<file path="src/rtl/kwb_pkg.sv">
// ----------------------------------------------------------------------------
// kwb_pkg - shared definitions for the K-weighting biquad cascade
// Widths, fixed-point formats, coefficient reset values and the control
// word layout that the microcode sequencer hands to the datapath.
// ----------------------------------------------------------------------------
package kwb_pkg;

	// Field and arithmetic widths
	localparam int SAMPLE_BITS    = 16;
	localparam int COEF_FRAC_BITS = 28;
	localparam int STATE_BITS     = 40;
	localparam int COEF_BITS      = 32;
	localparam int OUT_BITS       = 18;
	localparam int NUM_COEFS      = 7;
	localparam int CFG_IDX_BITS   = 3;

	// Fraction bits of internal signals, clamped to [0, COEF_FRAC_BITS]
	localparam int SF_RAW   = STATE_BITS - SAMPLE_BITS - 5;
	localparam int SIG_FRAC = (SF_RAW < 0) ? 0 :
		((SF_RAW > COEF_FRAC_BITS) ? COEF_FRAC_BITS : SF_RAW);

	// Accumulator holds up to three saturated terms plus a doubled one
	localparam int ACC_BITS  = STATE_BITS + 3;
	// Signal magnitude goes through the multiplier in two halves
	localparam int HALF_BITS = (STATE_BITS + 1) / 2;
	localparam int PP_BITS   = COEF_BITS + HALF_BITS;
	localparam int PROD_BITS = COEF_BITS + STATE_BITS;

	// Microprogram length and step counter width
	localparam int NUM_STEPS = 30;
	localparam int PC_BITS   = $clog2(NUM_STEPS);

	typedef logic [COEF_BITS-1:0]       coef_t;
	typedef coef_t [NUM_COEFS-1:0]      coef_bank_t;

	// Coefficient select; values equal the configuration register index
	typedef enum logic [CFG_IDX_BITS-1:0] {
		COEF_SHELF_B0 = 3'd0,
		COEF_SHELF_B1 = 3'd1,
		COEF_SHELF_B2 = 3'd2,
		COEF_SHELF_A1 = 3'd3,
		COEF_SHELF_A2 = 3'd4,
		COEF_HP_A1    = 3'd5,
		COEF_HP_A2    = 3'd6
	} coef_sel_t;

	localparam coef_bank_t COEF_RESET = '{
		0: COEF_BITS'(412081942),
		1: COEF_BITS'(-722546694),
		2: COEF_BITS'(321691121),
		3: COEF_BITS'(-453832898),
		4: COEF_BITS'(196623811),
		5: COEF_BITS'(-534199296),
		6: COEF_BITS'(265770496)
	};

	typedef enum logic [1:0] {
		SIG_XS,
		SIG_Y1,
		SIG_Y2
	} sig_sel_t;

	typedef enum logic [1:0] {
		MUL_NONE,
		MUL_LO,
		MUL_HI
	} mul_op_t;

	typedef enum logic [1:0] {
		ACC_NONE,
		ACC_LOAD,
		ACC_ADD,
		ACC_SUB
	} acc_op_t;

	typedef enum logic [2:0] {
		SRC_TERM,
		SRC_D1,
		SRC_D2,
		SRC_H1,
		SRC_H2,
		SRC_Y1,
		SRC_Y1_M2
	} acc_src_t;

	typedef enum logic [2:0] {
		WR_NONE,
		WR_Y1,
		WR_Y2,
		WR_D1,
		WR_D2,
		WR_H1,
		WR_H2
	} wr_dst_t;

	typedef enum logic [1:0] {
		COND_NEVER,
		COND_ALWAYS,
		COND_NO_ITEM,
		COND_OUT_BUSY
	} cond_t;

	// One microcode word
	typedef struct packed {
		logic               take;    // step accepts an input item
		logic               ld;      // load multiplier operands
		coef_sel_t          coef;
		sig_sel_t           sig;
		mul_op_t            mul;
		logic               rnd;     // round and cap the finished product
		acc_op_t            acc;
		acc_src_t           src;
		wr_dst_t            wr;
		logic               out;     // load the result register
		cond_t              cond;
		logic [PC_BITS-1:0] target;
	} kwb_ctl_t;

	// Status fed back to the sequencer for its jump conditions
	typedef struct packed {
		logic item_take;
		logic out_busy;
	} kwb_status_t;

endpackage

</file>
<file path="src/rtl/kwb_useq.sv">
// ----------------------------------------------------------------------------
// kwb_useq - microcode sequencer
// Step counter plus a read-only program; each step issues one control word
// and may jump on a condition from the handshake side.
// ----------------------------------------------------------------------------
module kwb_useq (
	input  logic                 clk,
	input  logic                 arst_n,
	input  kwb_pkg::kwb_status_t status,
	output kwb_pkg::kwb_ctl_t    ctl
);
	import kwb_pkg::*;

	localparam logic [PC_BITS-1:0] STEP_IDLE = '0;
	localparam logic [PC_BITS-1:0] STEP_OUT  = PC_BITS'(28);

	logic [PC_BITS-1:0] pc_q;
	logic               jump;

	// Program: shelf stage, then high-pass stage, then hand off the result
	function automatic kwb_ctl_t rom_word(input logic [PC_BITS-1:0] pc);
		kwb_ctl_t w;
		w = '{take: 1'b0, ld: 1'b0, coef: COEF_SHELF_B0, sig: SIG_XS, mul: MUL_NONE,
			rnd: 1'b0, acc: ACC_NONE, src: SRC_TERM, wr: WR_NONE, out: 1'b0,
			cond: COND_NEVER, target: STEP_IDLE};
		unique case (pc)
			0: begin
				w.take = 1'b1; w.cond = COND_NO_ITEM; w.target = STEP_IDLE;
			end
			1: begin
				w.ld = 1'b1; w.coef = COEF_SHELF_B0; w.sig = SIG_XS;
			end
			2: w.mul = MUL_LO;
			3: begin
				w.mul = MUL_HI; w.ld = 1'b1; w.coef = COEF_SHELF_B1; w.sig = SIG_XS;
			end
			4: begin
				w.rnd = 1'b1; w.mul = MUL_LO;
			end
			5: begin
				w.acc = ACC_LOAD; w.src = SRC_TERM; w.mul = MUL_HI;
			end
			6: begin
				w.acc = ACC_ADD; w.src = SRC_D1; w.rnd = 1'b1;
			end
			7: begin
				w.wr = WR_Y1; w.acc = ACC_LOAD; w.src = SRC_TERM;
			end
			8: begin
				w.acc = ACC_ADD; w.src = SRC_D2;
				w.ld = 1'b1; w.coef = COEF_SHELF_A1; w.sig = SIG_Y1;
			end
			9: w.mul = MUL_LO;
			10: begin
				w.mul = MUL_HI; w.ld = 1'b1; w.coef = COEF_SHELF_B2; w.sig = SIG_XS;
			end
			11: begin
				w.rnd = 1'b1; w.mul = MUL_LO;
			end
			12: begin
				w.acc = ACC_SUB; w.src = SRC_TERM; w.mul = MUL_HI;
			end
			13: begin
				w.wr = WR_D1; w.rnd = 1'b1;
				w.ld = 1'b1; w.coef = COEF_SHELF_A2; w.sig = SIG_Y1;
			end
			14: begin
				w.acc = ACC_LOAD; w.src = SRC_TERM; w.mul = MUL_LO;
			end
			15: w.mul = MUL_HI;
			16: w.rnd = 1'b1;
			17: begin
				w.acc = ACC_SUB; w.src = SRC_TERM;
			end
			18: begin
				w.wr = WR_D2; w.acc = ACC_LOAD; w.src = SRC_Y1;
			end
			19: begin
				w.acc = ACC_ADD; w.src = SRC_H1;
			end
			20: begin
				w.wr = WR_Y2; w.acc = ACC_LOAD; w.src = SRC_Y1_M2;
			end
			21: begin
				w.acc = ACC_ADD; w.src = SRC_H2;
				w.ld = 1'b1; w.coef = COEF_HP_A1; w.sig = SIG_Y2;
			end
			22: w.mul = MUL_LO;
			23: begin
				w.mul = MUL_HI; w.ld = 1'b1; w.coef = COEF_HP_A2; w.sig = SIG_Y2;
			end
			24: begin
				w.rnd = 1'b1; w.mul = MUL_LO;
			end
			25: begin
				w.acc = ACC_SUB; w.src = SRC_TERM; w.mul = MUL_HI;
			end
			26: begin
				w.wr = WR_H1; w.acc = ACC_LOAD; w.src = SRC_Y1; w.rnd = 1'b1;
			end
			27: begin
				w.acc = ACC_SUB; w.src = SRC_TERM;
			end
			28: begin
				w.out = 1'b1; w.cond = COND_OUT_BUSY; w.target = STEP_OUT;
			end
			29: begin
				w.wr = WR_H2; w.cond = COND_ALWAYS; w.target = STEP_IDLE;
			end
			default: begin
				w.cond = COND_ALWAYS; w.target = STEP_IDLE;
			end
		endcase
		return w;
	endfunction

	assign ctl = rom_word(pc_q);

	// Evaluate the jump condition of the current step
	always_comb begin
		unique case (ctl.cond)
			COND_NEVER:    jump = 1'b0;
			COND_ALWAYS:   jump = 1'b1;
			COND_NO_ITEM:  jump = !status.item_take;
			COND_OUT_BUSY: jump = status.out_busy;
			default:       jump = 1'b1;
		endcase
	end

	// Advance or jump
	always_ff @(posedge clk or negedge arst_n) begin
		if (!arst_n) begin
			pc_q <= STEP_IDLE;
		end else if (jump) begin
			pc_q <= ctl.target;
		end else begin
			pc_q <= pc_q + 1'b1;
		end
	end

endmodule

</file>
<file path="src/rtl/kwb_datapath.sv">
// ----------------------------------------------------------------------------
// kwb_datapath - shared multiplier, accumulator and filter registers
// One coefficient-by-signal product goes through a single multiplier in two
// halves, is rounded and capped, then summed into the accumulator; sums are
// saturated when written back to the signal and delay registers.
// ----------------------------------------------------------------------------
module kwb_datapath (
	input  logic                            clk,
	input  logic                            arst_n,
	input  kwb_pkg::kwb_ctl_t               ctl,
	input  logic                            item_take,
	input  logic [kwb_pkg::SAMPLE_BITS-1:0] sample_in,
	input  kwb_pkg::coef_bank_t             coefs,
	output logic [kwb_pkg::OUT_BITS-1:0]    result
);
	import kwb_pkg::*;

	typedef logic signed [STATE_BITS-1:0] sig_t;
	typedef logic signed [ACC_BITS-1:0]   acc_t;

	localparam int RQ_BITS = PROD_BITS - COEF_FRAC_BITS;
	localparam logic [PROD_BITS-1:0] RND_BIAS = PROD_BITS'(1) << (COEF_FRAC_BITS - 1);
	localparam logic [RQ_BITS-1:0]   CAP_Q    = RQ_BITS'(1) << (STATE_BITS - 1);
	localparam logic signed [STATE_BITS:0] OUT_BIAS = (SIG_FRAC > 0) ?
		((STATE_BITS + 1)'(1) << (SIG_FRAC - 1)) : '0;

	sig_t xs_q, y1_q, y2_q;
	sig_t shelf_delay_one_q, shelf_delay_two_q;
	sig_t highpass_delay_one_q, highpass_delay_two_q;

	logic [COEF_BITS-1:0]        opc_q;
	logic [STATE_BITS-1:0]       ops_q;
	logic                        neg_q, negp_q;
	logic [PROD_BITS-1:0]        prod_q;
	logic signed [STATE_BITS:0]  term_q;
	acc_t                        acc_q;

	coef_t                       coef_sel;
	sig_t                        sig_sel;
	logic [COEF_BITS-1:0]        coef_mag;
	logic [STATE_BITS-1:0]       sig_mag;
	logic [HALF_BITS-1:0]        half;
	logic [PP_BITS-1:0]          pp;
	logic [PROD_BITS-1:0]        rsum;
	logic [RQ_BITS-1:0]          rq;
	logic [STATE_BITS-1:0]       mag;
	logic signed [STATE_BITS:0]  mag_ext;
	logic signed [STATE_BITS:0]  term_next;
	acc_t                        src_val;
	sig_t                        acc_sat;
	logic signed [STATE_BITS:0]  y2_biased;
	logic signed [STATE_BITS:0]  y2_shift;
	logic [STATE_BITS-OUT_BITS+1:0] out_top;

	function automatic sig_t sat_state(input acc_t v);
		logic [ACC_BITS-STATE_BITS:0] top;
		top = v[ACC_BITS-1:STATE_BITS-1];
		if ((&top) || !(|top)) begin
			return v[STATE_BITS-1:0];
		end else if (v[ACC_BITS-1]) begin
			return {1'b1, {(STATE_BITS-1){1'b0}}};
		end else begin
			return {1'b0, {(STATE_BITS-1){1'b1}}};
		end
	endfunction

	// Pick operands and take magnitudes
	always_comb begin
		coef_sel = coefs[ctl.coef];
		case (ctl.sig)
			SIG_Y1:  sig_sel = y1_q;
			SIG_Y2:  sig_sel = y2_q;
			default: sig_sel = xs_q;
		endcase
		coef_mag = coef_sel[COEF_BITS-1] ? (~coef_sel + 1'b1) : coef_sel;
		sig_mag  = sig_sel[STATE_BITS-1] ? (~sig_sel + 1'b1) : sig_sel;
	end

	// Shared multiplier: one half of the signal magnitude per pass
	assign half = (ctl.mul == MUL_HI) ? HALF_BITS'(ops_q[STATE_BITS-1:HALF_BITS])
		: ops_q[HALF_BITS-1:0];
	assign pp = opc_q * half;

	// Round half away from zero, cap the magnitude, restore the sign
	always_comb begin
		rsum      = prod_q + RND_BIAS;
		rq        = rsum[PROD_BITS-1:COEF_FRAC_BITS];
		mag       = (rq > CAP_Q) ? STATE_BITS'(CAP_Q) : STATE_BITS'(rq);
		mag_ext   = {1'b0, mag};
		term_next = negp_q ? -mag_ext : mag_ext;
	end

	// Accumulator operand
	always_comb begin
		case (ctl.src)
			SRC_TERM:  src_val = ACC_BITS'(term_q);
			SRC_D1:    src_val = ACC_BITS'(shelf_delay_one_q);
			SRC_D2:    src_val = ACC_BITS'(shelf_delay_two_q);
			SRC_H1:    src_val = ACC_BITS'(highpass_delay_one_q);
			SRC_H2:    src_val = ACC_BITS'(highpass_delay_two_q);
			SRC_Y1:    src_val = ACC_BITS'(y1_q);
			SRC_Y1_M2: src_val = -(ACC_BITS'(y1_q) <<< 1);
			default:   src_val = '0;
		endcase
		acc_sat = sat_state(acc_q);
	end

	// Scale the high-pass output back to input scale and saturate
	always_comb begin
		y2_biased = (STATE_BITS + 1)'(y2_q) + OUT_BIAS;
		y2_shift  = y2_biased >>> SIG_FRAC;
		out_top   = y2_shift[STATE_BITS:OUT_BITS-1];
		if ((&out_top) || !(|out_top)) begin
			result = y2_shift[OUT_BITS-1:0];
		end else if (y2_shift[STATE_BITS]) begin
			result = {1'b1, {(OUT_BITS-1){1'b0}}};
		end else begin
			result = {1'b0, {(OUT_BITS-1){1'b1}}};
		end
	end

	// Working registers
	always_ff @(posedge clk) begin
		if (item_take) begin
			xs_q <= sig_t'($signed(sample_in)) <<< SIG_FRAC;
		end
		if (ctl.ld) begin
			opc_q <= coef_mag;
			ops_q <= sig_mag;
			neg_q <= coef_sel[COEF_BITS-1] ^ sig_sel[STATE_BITS-1];
		end
		case (ctl.mul)
			MUL_LO: prod_q <= PROD_BITS'(pp);
			MUL_HI: begin
				prod_q <= prod_q + (PROD_BITS'(pp) << HALF_BITS);
				negp_q <= neg_q;
			end
			default: ;
		endcase
		if (ctl.rnd) begin
			term_q <= term_next;
		end
		case (ctl.acc)
			ACC_LOAD: acc_q <= src_val;
			ACC_ADD:  acc_q <= acc_q + src_val;
			ACC_SUB:  acc_q <= acc_q - src_val;
			default:  ;
		endcase
		case (ctl.wr)
			WR_Y1:   y1_q <= acc_sat;
			WR_Y2:   y2_q <= acc_sat;
			default: ;
		endcase
	end

	// Filter delays
	always_ff @(posedge clk or negedge arst_n) begin
		if (!arst_n) begin
			shelf_delay_one_q    <= '0;
			shelf_delay_two_q    <= '0;
			highpass_delay_one_q <= '0;
			highpass_delay_two_q <= '0;
		end else begin
			case (ctl.wr)
				WR_D1:   shelf_delay_one_q    <= acc_sat;
				WR_D2:   shelf_delay_two_q    <= acc_sat;
				WR_H1:   highpass_delay_one_q <= acc_sat;
				WR_H2:   highpass_delay_two_q <= acc_sat;
				default: ;
			endcase
		end
	end

endmodule

</file>
<file path="src/rtl/k_weighting_biquad_cascade.sv">
// ----------------------------------------------------------------------------
// k_weighting_biquad_cascade - K-weighting pre-filter, one audio channel
// High-shelf biquad followed by a high-pass biquad, fixed point, run by a
// microcoded sequencer over one shared multiplier.
// ----------------------------------------------------------------------------
// Each accepted sample occupies the block while the microprogram runs the
// steps after its accept step; the seven coefficient products each go in
// two halves through the one 32-bit by 20-bit multiplier. The result is
// held in an output register, so the next sample is accepted while it
// waits; if it is still held when the next result is ready, the program
// waits at its output step. Coefficients are written through the cfg port,
// index 0..6, in Q3.28; writes to index 7 are ignored. Write them only
// while no sample is in flight.
module k_weighting_biquad_cascade (
	input  logic                             clk,
	input  logic                             arst_n,
	input  logic                             in_valid,
	output logic                             in_stall,
	input  logic [kwb_pkg::SAMPLE_BITS-1:0]  sample_in,
	input  logic                             end_of_block,
	output logic                             out_valid,
	input  logic                             out_stall,
	output logic [kwb_pkg::OUT_BITS-1:0]     sample_out,
	output logic                             end_of_block_out,
	input  logic                             cfg_valid,
	output logic                             cfg_ready,
	input  logic [kwb_pkg::CFG_IDX_BITS-1:0] cfg_index,
	input  logic [kwb_pkg::COEF_BITS-1:0]    cfg_data
);
	import kwb_pkg::*;

	kwb_ctl_t              ctl;
	kwb_status_t           status;
	coef_bank_t            coef_q;
	logic                  eob_q;
	logic [OUT_BITS-1:0]   result;
	logic                  item_take;
	logic                  out_busy;
	logic                  out_load;

	// Handshake decode
	assign in_stall  = !ctl.take;
	assign item_take = in_valid && ctl.take;
	assign out_busy  = out_valid && out_stall;
	assign out_load  = ctl.out && !out_busy;
	assign cfg_ready = 1'b1;
	assign status    = '{item_take: item_take, out_busy: out_busy};

	kwb_useq u_useq (
		.clk    (clk),
		.arst_n (arst_n),
		.status (status),
		.ctl    (ctl)
	);

	kwb_datapath u_datapath (
		.clk       (clk),
		.arst_n    (arst_n),
		.ctl       (ctl),
		.item_take (item_take),
		.sample_in (sample_in),
		.coefs     (coef_q),
		.result    (result)
	);

	// Coefficient registers; drop writes beyond the last one
	always_ff @(posedge clk or negedge arst_n) begin
		if (!arst_n) begin
			coef_q <= COEF_RESET;
		end else if (cfg_valid && cfg_ready && (cfg_index < NUM_COEFS)) begin
			coef_q[cfg_index] <= cfg_data;
		end
	end

	// Hold the flag of the item in flight
	always_ff @(posedge clk) begin
		if (item_take) begin
			eob_q <= end_of_block;
		end
	end

	// Output register: load a finished item, drop it once taken
	always_ff @(posedge clk or negedge arst_n) begin
		if (!arst_n) begin
			out_valid <= 1'b0;
		end else if (out_load) begin
			out_valid <= 1'b1;
		end else if (out_valid && !out_stall) begin
			out_valid <= 1'b0;
		end
	end

	always_ff @(posedge clk) begin
		if (out_load) begin
			sample_out       <= result;
			end_of_block_out <= eob_q;
		end
	end

endmodule

</file>
<file path="config.mk">
export PLATFORM = sky130hd
export DESIGN_NAME = k_weighting_biquad_cascade
export DESIGN_NICKNAME = d
export VERILOG_FILES = /design/src/rtl/kwb_pkg.sv /design/src/rtl/kwb_useq.sv /design/src/rtl/kwb_datapath.sv /design/src/rtl/k_weighting_biquad_cascade.sv
export SDC_FILE = /design/constraint.sdc
export NUM_CORES = 2
export LEC_CHECK = 0
export BUFFER_PORTS_ARGS = -buffer_cell sky130_fd_sc_hd__clkbuf_2
export CORE_UTILIZATION = 52
export DETAILED_ROUTE_END_ITERATION = 8
export PLACE_DENSITY = 0.78
export RECOVER_POWER = 25
export SLEW_MARGIN = 20
export SYNTH_ARGS = -nofsm -noshare
export SYNTH_HDL_FRONTEND = slang
export SYNTH_SLANG_ARGS = --single-unit
</file>
<file path="constraint.sdc">
create_clock -name clk -period 22.4 [get_ports clk]
set_input_delay 1.12 -clock clk [delete_from_list [all_inputs] [get_ports clk]]
set_output_delay 1.12 -clock clk [all_outputs]
set_load 0.005 [all_outputs]
</file>
==> results_dict.tcl <==
set metrics [dict create \
    holdWs_ns 0.425 \
    synthTopCellsByArea "fa_1 (17%), edfxtp_1 (16%), dfrtp_1 (11%)" \
    r2r_cells 37 \
    wl_per_cell_um 21.6 \
    critical_path_class "reg2reg" \
    crit_fanout 58 \
    max_slew_margin -2.31 \
    hold_violations 0 \
    cts.root.buffer_cell "clkbuf_16" \
    drt.antenna.violating_nets 0 \
    use_met3 0.0511 \
    yosysTopAreaCell "fa_1" \
    rrSetupSlack_ns 8.33 \
    whs_path_depth 0 \
    min_from "u_datapath.neg_q" \
    hpwl_um 124000 \
    layout-drive-gt1-share 0.113 \
    postSynth.asyncResetShare 0.545 \
    finalMaxSlewViolations 429 \
    cpMostUsedCell "fa_1" \
    yosysSeqAreaShare 0.317 \
    clock_latency_ns 0.71 \
    die-area_mm2 0.121 \
    finalCriticalPeriod_ns 14.07 \
    slowest_stage "clkbuf_1" \
    postCtsSetupBuffers 0 \
    netlist_instances 6459 \
    final_common_cell "nand2_1" \
    die_w_um 348 \
    syn_avg_cell_area_um2 9.62 \
    required_ns 22.85 \
    cts.clk_slew.worst_paths_ns 0.06 \
    grt_max_degree 158 \
    synthFlopType "edfxtp_1" \
    cp_data_arrival_time_ns 14.52 \
    syn_area_mm2 0.0622 \
    grt_pass1_wl_um 273000 \
    layout_common_cells "nand2_1 (865), inv_1 (705), fa_1 (538)" \
    antenna_found_initial 3 \
    htreeDepth 3 \
    grt_usage 0.286 \
    die_height_um 348 \
    hold_end "u_datapath.negp_q" \
    first_iter_violations 5259 \
    place_ws_ns 9.77 \
    place_congestion 0.991 \
    setup_viol 0 \
    timing.final.ws_setup_ns 8.33 \
    grt.busiest_layer "met2" \
    synth_edf_count 326 \
    grt_use_met1 0.390 \
    period_share 0.628 \
    cts_num_sinks 716 \
    ios 79 \
    drt_drc_violations_left 0 \
    synthDistinctLibCells 104 \
    nNetsFinal 7193 \
    vias 48600 \
    wl_um 171000 \
    synth_top_area_share 0.173 \
    maxCapViolations 8 \
    rsz0062_at_grt "no" \
    initial_core_util 0.526 \
    yosys_register_bits 716 \
    worstSetupStartpointType "register" \
    cts_tree "built" \
    outcome "finished, violations left" \
    overflow 0 \
    violations "max-capacitance violations, max-slew violations" \
    drtPass1Iterations 7 \
    routed_via_density 6.12 \
    gr-usage-met2 0.460 \
    coreArea_mm2 0.118 \
    fin_skew_ns 0.0595 \
    cts_resized 0 \
    syn_nets 7326 \
    rows 126 \
    cts_buffer_depth 3 \
    cp-end-kind "register" \
    cts_made_buffers 82 \
    slowest_delay_ns 2.27 \
    grt_pass1_vias 48900 \
    hold_buffers 0 \
    fin_tns_setup_ns 0 \
    hold_class "reg2reg" \
    worstReg2RegEnd "u_datapath.prod_q[71]" \
    r2r-start "u_useq.pc_q[4]" \
    yosys_warnings 0 \
    tightestPinTransition_ns 4.96 \
    placement.io_buffers 77 \
    n_fill_cell 10100 \
    syn2layout_area_growth_pct 6.95 \
    fmax_ghz 0.0711 \
]
==> sequential cells by signal, summed over array words and instances (netlist names), 5 cells and up <==
signal,count
coef_q,224
u_datapath.prod_q,52
u_datapath.acc_q,43
u_datapath.term_q,41
u_datapath.highpass_delay_one_q,40
u_datapath.highpass_delay_two_q,40
u_datapath.ops_q,40
u_datapath.shelf_delay_one_q,40
u_datapath.shelf_delay_two_q,40
u_datapath.y1_q,40
u_datapath.y2_q,40
u_datapath.opc_q,32
sample_out,18
u_datapath.xs_q,16
u_useq.pc_q,5
==> worst max-delay path by stage <==
stage / end / depth (start not counted) / slack [ns] / startpoint
finish: u_datapath.prod_q[71] / 37 / 8.33 / u_useq.pc_q[4]
global route: u_datapath.prod_q[71] / 39 / 7.52 / u_useq.pc_q[4]
CTS: u_datapath.prod_q[68] / 45 / 9.75 / u_useq.pc_q[0]
detailed placement: u_datapath.prod_q[71] / 43 / 9.77 / u_useq.pc_q[0]
global placement: u_datapath.prod_q[71] / 43 / 9.91 / u_useq.pc_q[0]
floorplan: u_datapath.prod_q[68] / 48 / 10.49 / u_useq.pc_q[4]
==> worst max-delay path, delay by kind of cell, from the launching register on <==
| kind | cells | cell delay, ns |
|---|---|---|
| AOI/OAI and AO/OA | 13 | 3.47 |
| xor gates and xnor gates | 1 | 0.21 |
| adders and majority gates | 10 | 5.16 |
| buffers and inverters | 6 | 2.97 |
| DFF | 1 | 0.33 |
| muxes | 2 | 0.71 |
| and+or+nand+nor | 5 | 0.89 |
==> cell type report <==
| type | count | area [um^2] | area share |
|---|---|---|---|
| Multi-Input combinational cell | 4668 | 38500 | 0.579 |
| Sequential cell | 716 | 19700 | 0.296 |
| Inverter | 709 | 2660 | 0.0400 |
| Clock buffer | 102 | 2250 | 0.0339 |
| Tap cell | 1536 | 1920 | 0.0289 |
| Timing Repair Buffer | 149 | 905 | 0.0136 |
| Clock inverter | 52 | 559 | 0.00841 |
| Antenna cell | 1 | 2.50 | 0.0000376 |
==> per-stage QoR <==
stage          utilization  cell area, um^2  std cells
5_1_grt              0.562            66500       7933
3_5_place_dp         0.539            63700       7777
2_1_floorplan            -            62200       6459
6_report             0.562            66500       7933
3_3_place_gp         0.539            63700       7777
4_1_cts              0.563            66500       7931
==> cells in the mapped netlist, drive strengths merged, types with 74 or more instances <==
cell type / instances
xor2: 122
nor2: 286
dfrtp: 278
inv: 707
nand2: 868
mux2i: 75
xnor2: 218
mux2: 267
a21oi: 257
dfstp: 112
nor3: 79
fa: 538
and2: 294
ha: 272
a21o: 90
o21ai: 356
edfxtp: 326
buf: 74
nand3: 128
clkbuf: 292
==> kinds of logic (layout without fill, tap and decap cells) <==
group,Yosys count,count (layout),share of synthesized area
simple gates,1979,1979,0.154
flops,716,716,0.317
fa+ha+maj,810,810,0.228
buf+inv,1075,1012,0.0666
other cells,1,2,0.0000603
xor+xnor,341,341,0.0483
mux,342,342,0.0604
compound gates,1195,1195,0.126
==> routing by layer <==
metal	part of all wire	vias to the layer above
li1	-	21700
met1	0.41	24300
met2	0.47	2183
met3	0.088	393
met4	0.032	0
met5	0	-
Power is left out: the tool's default activity adds up to more than one toggle a clock period on the data nets, which glitch-free logic cannot reach.
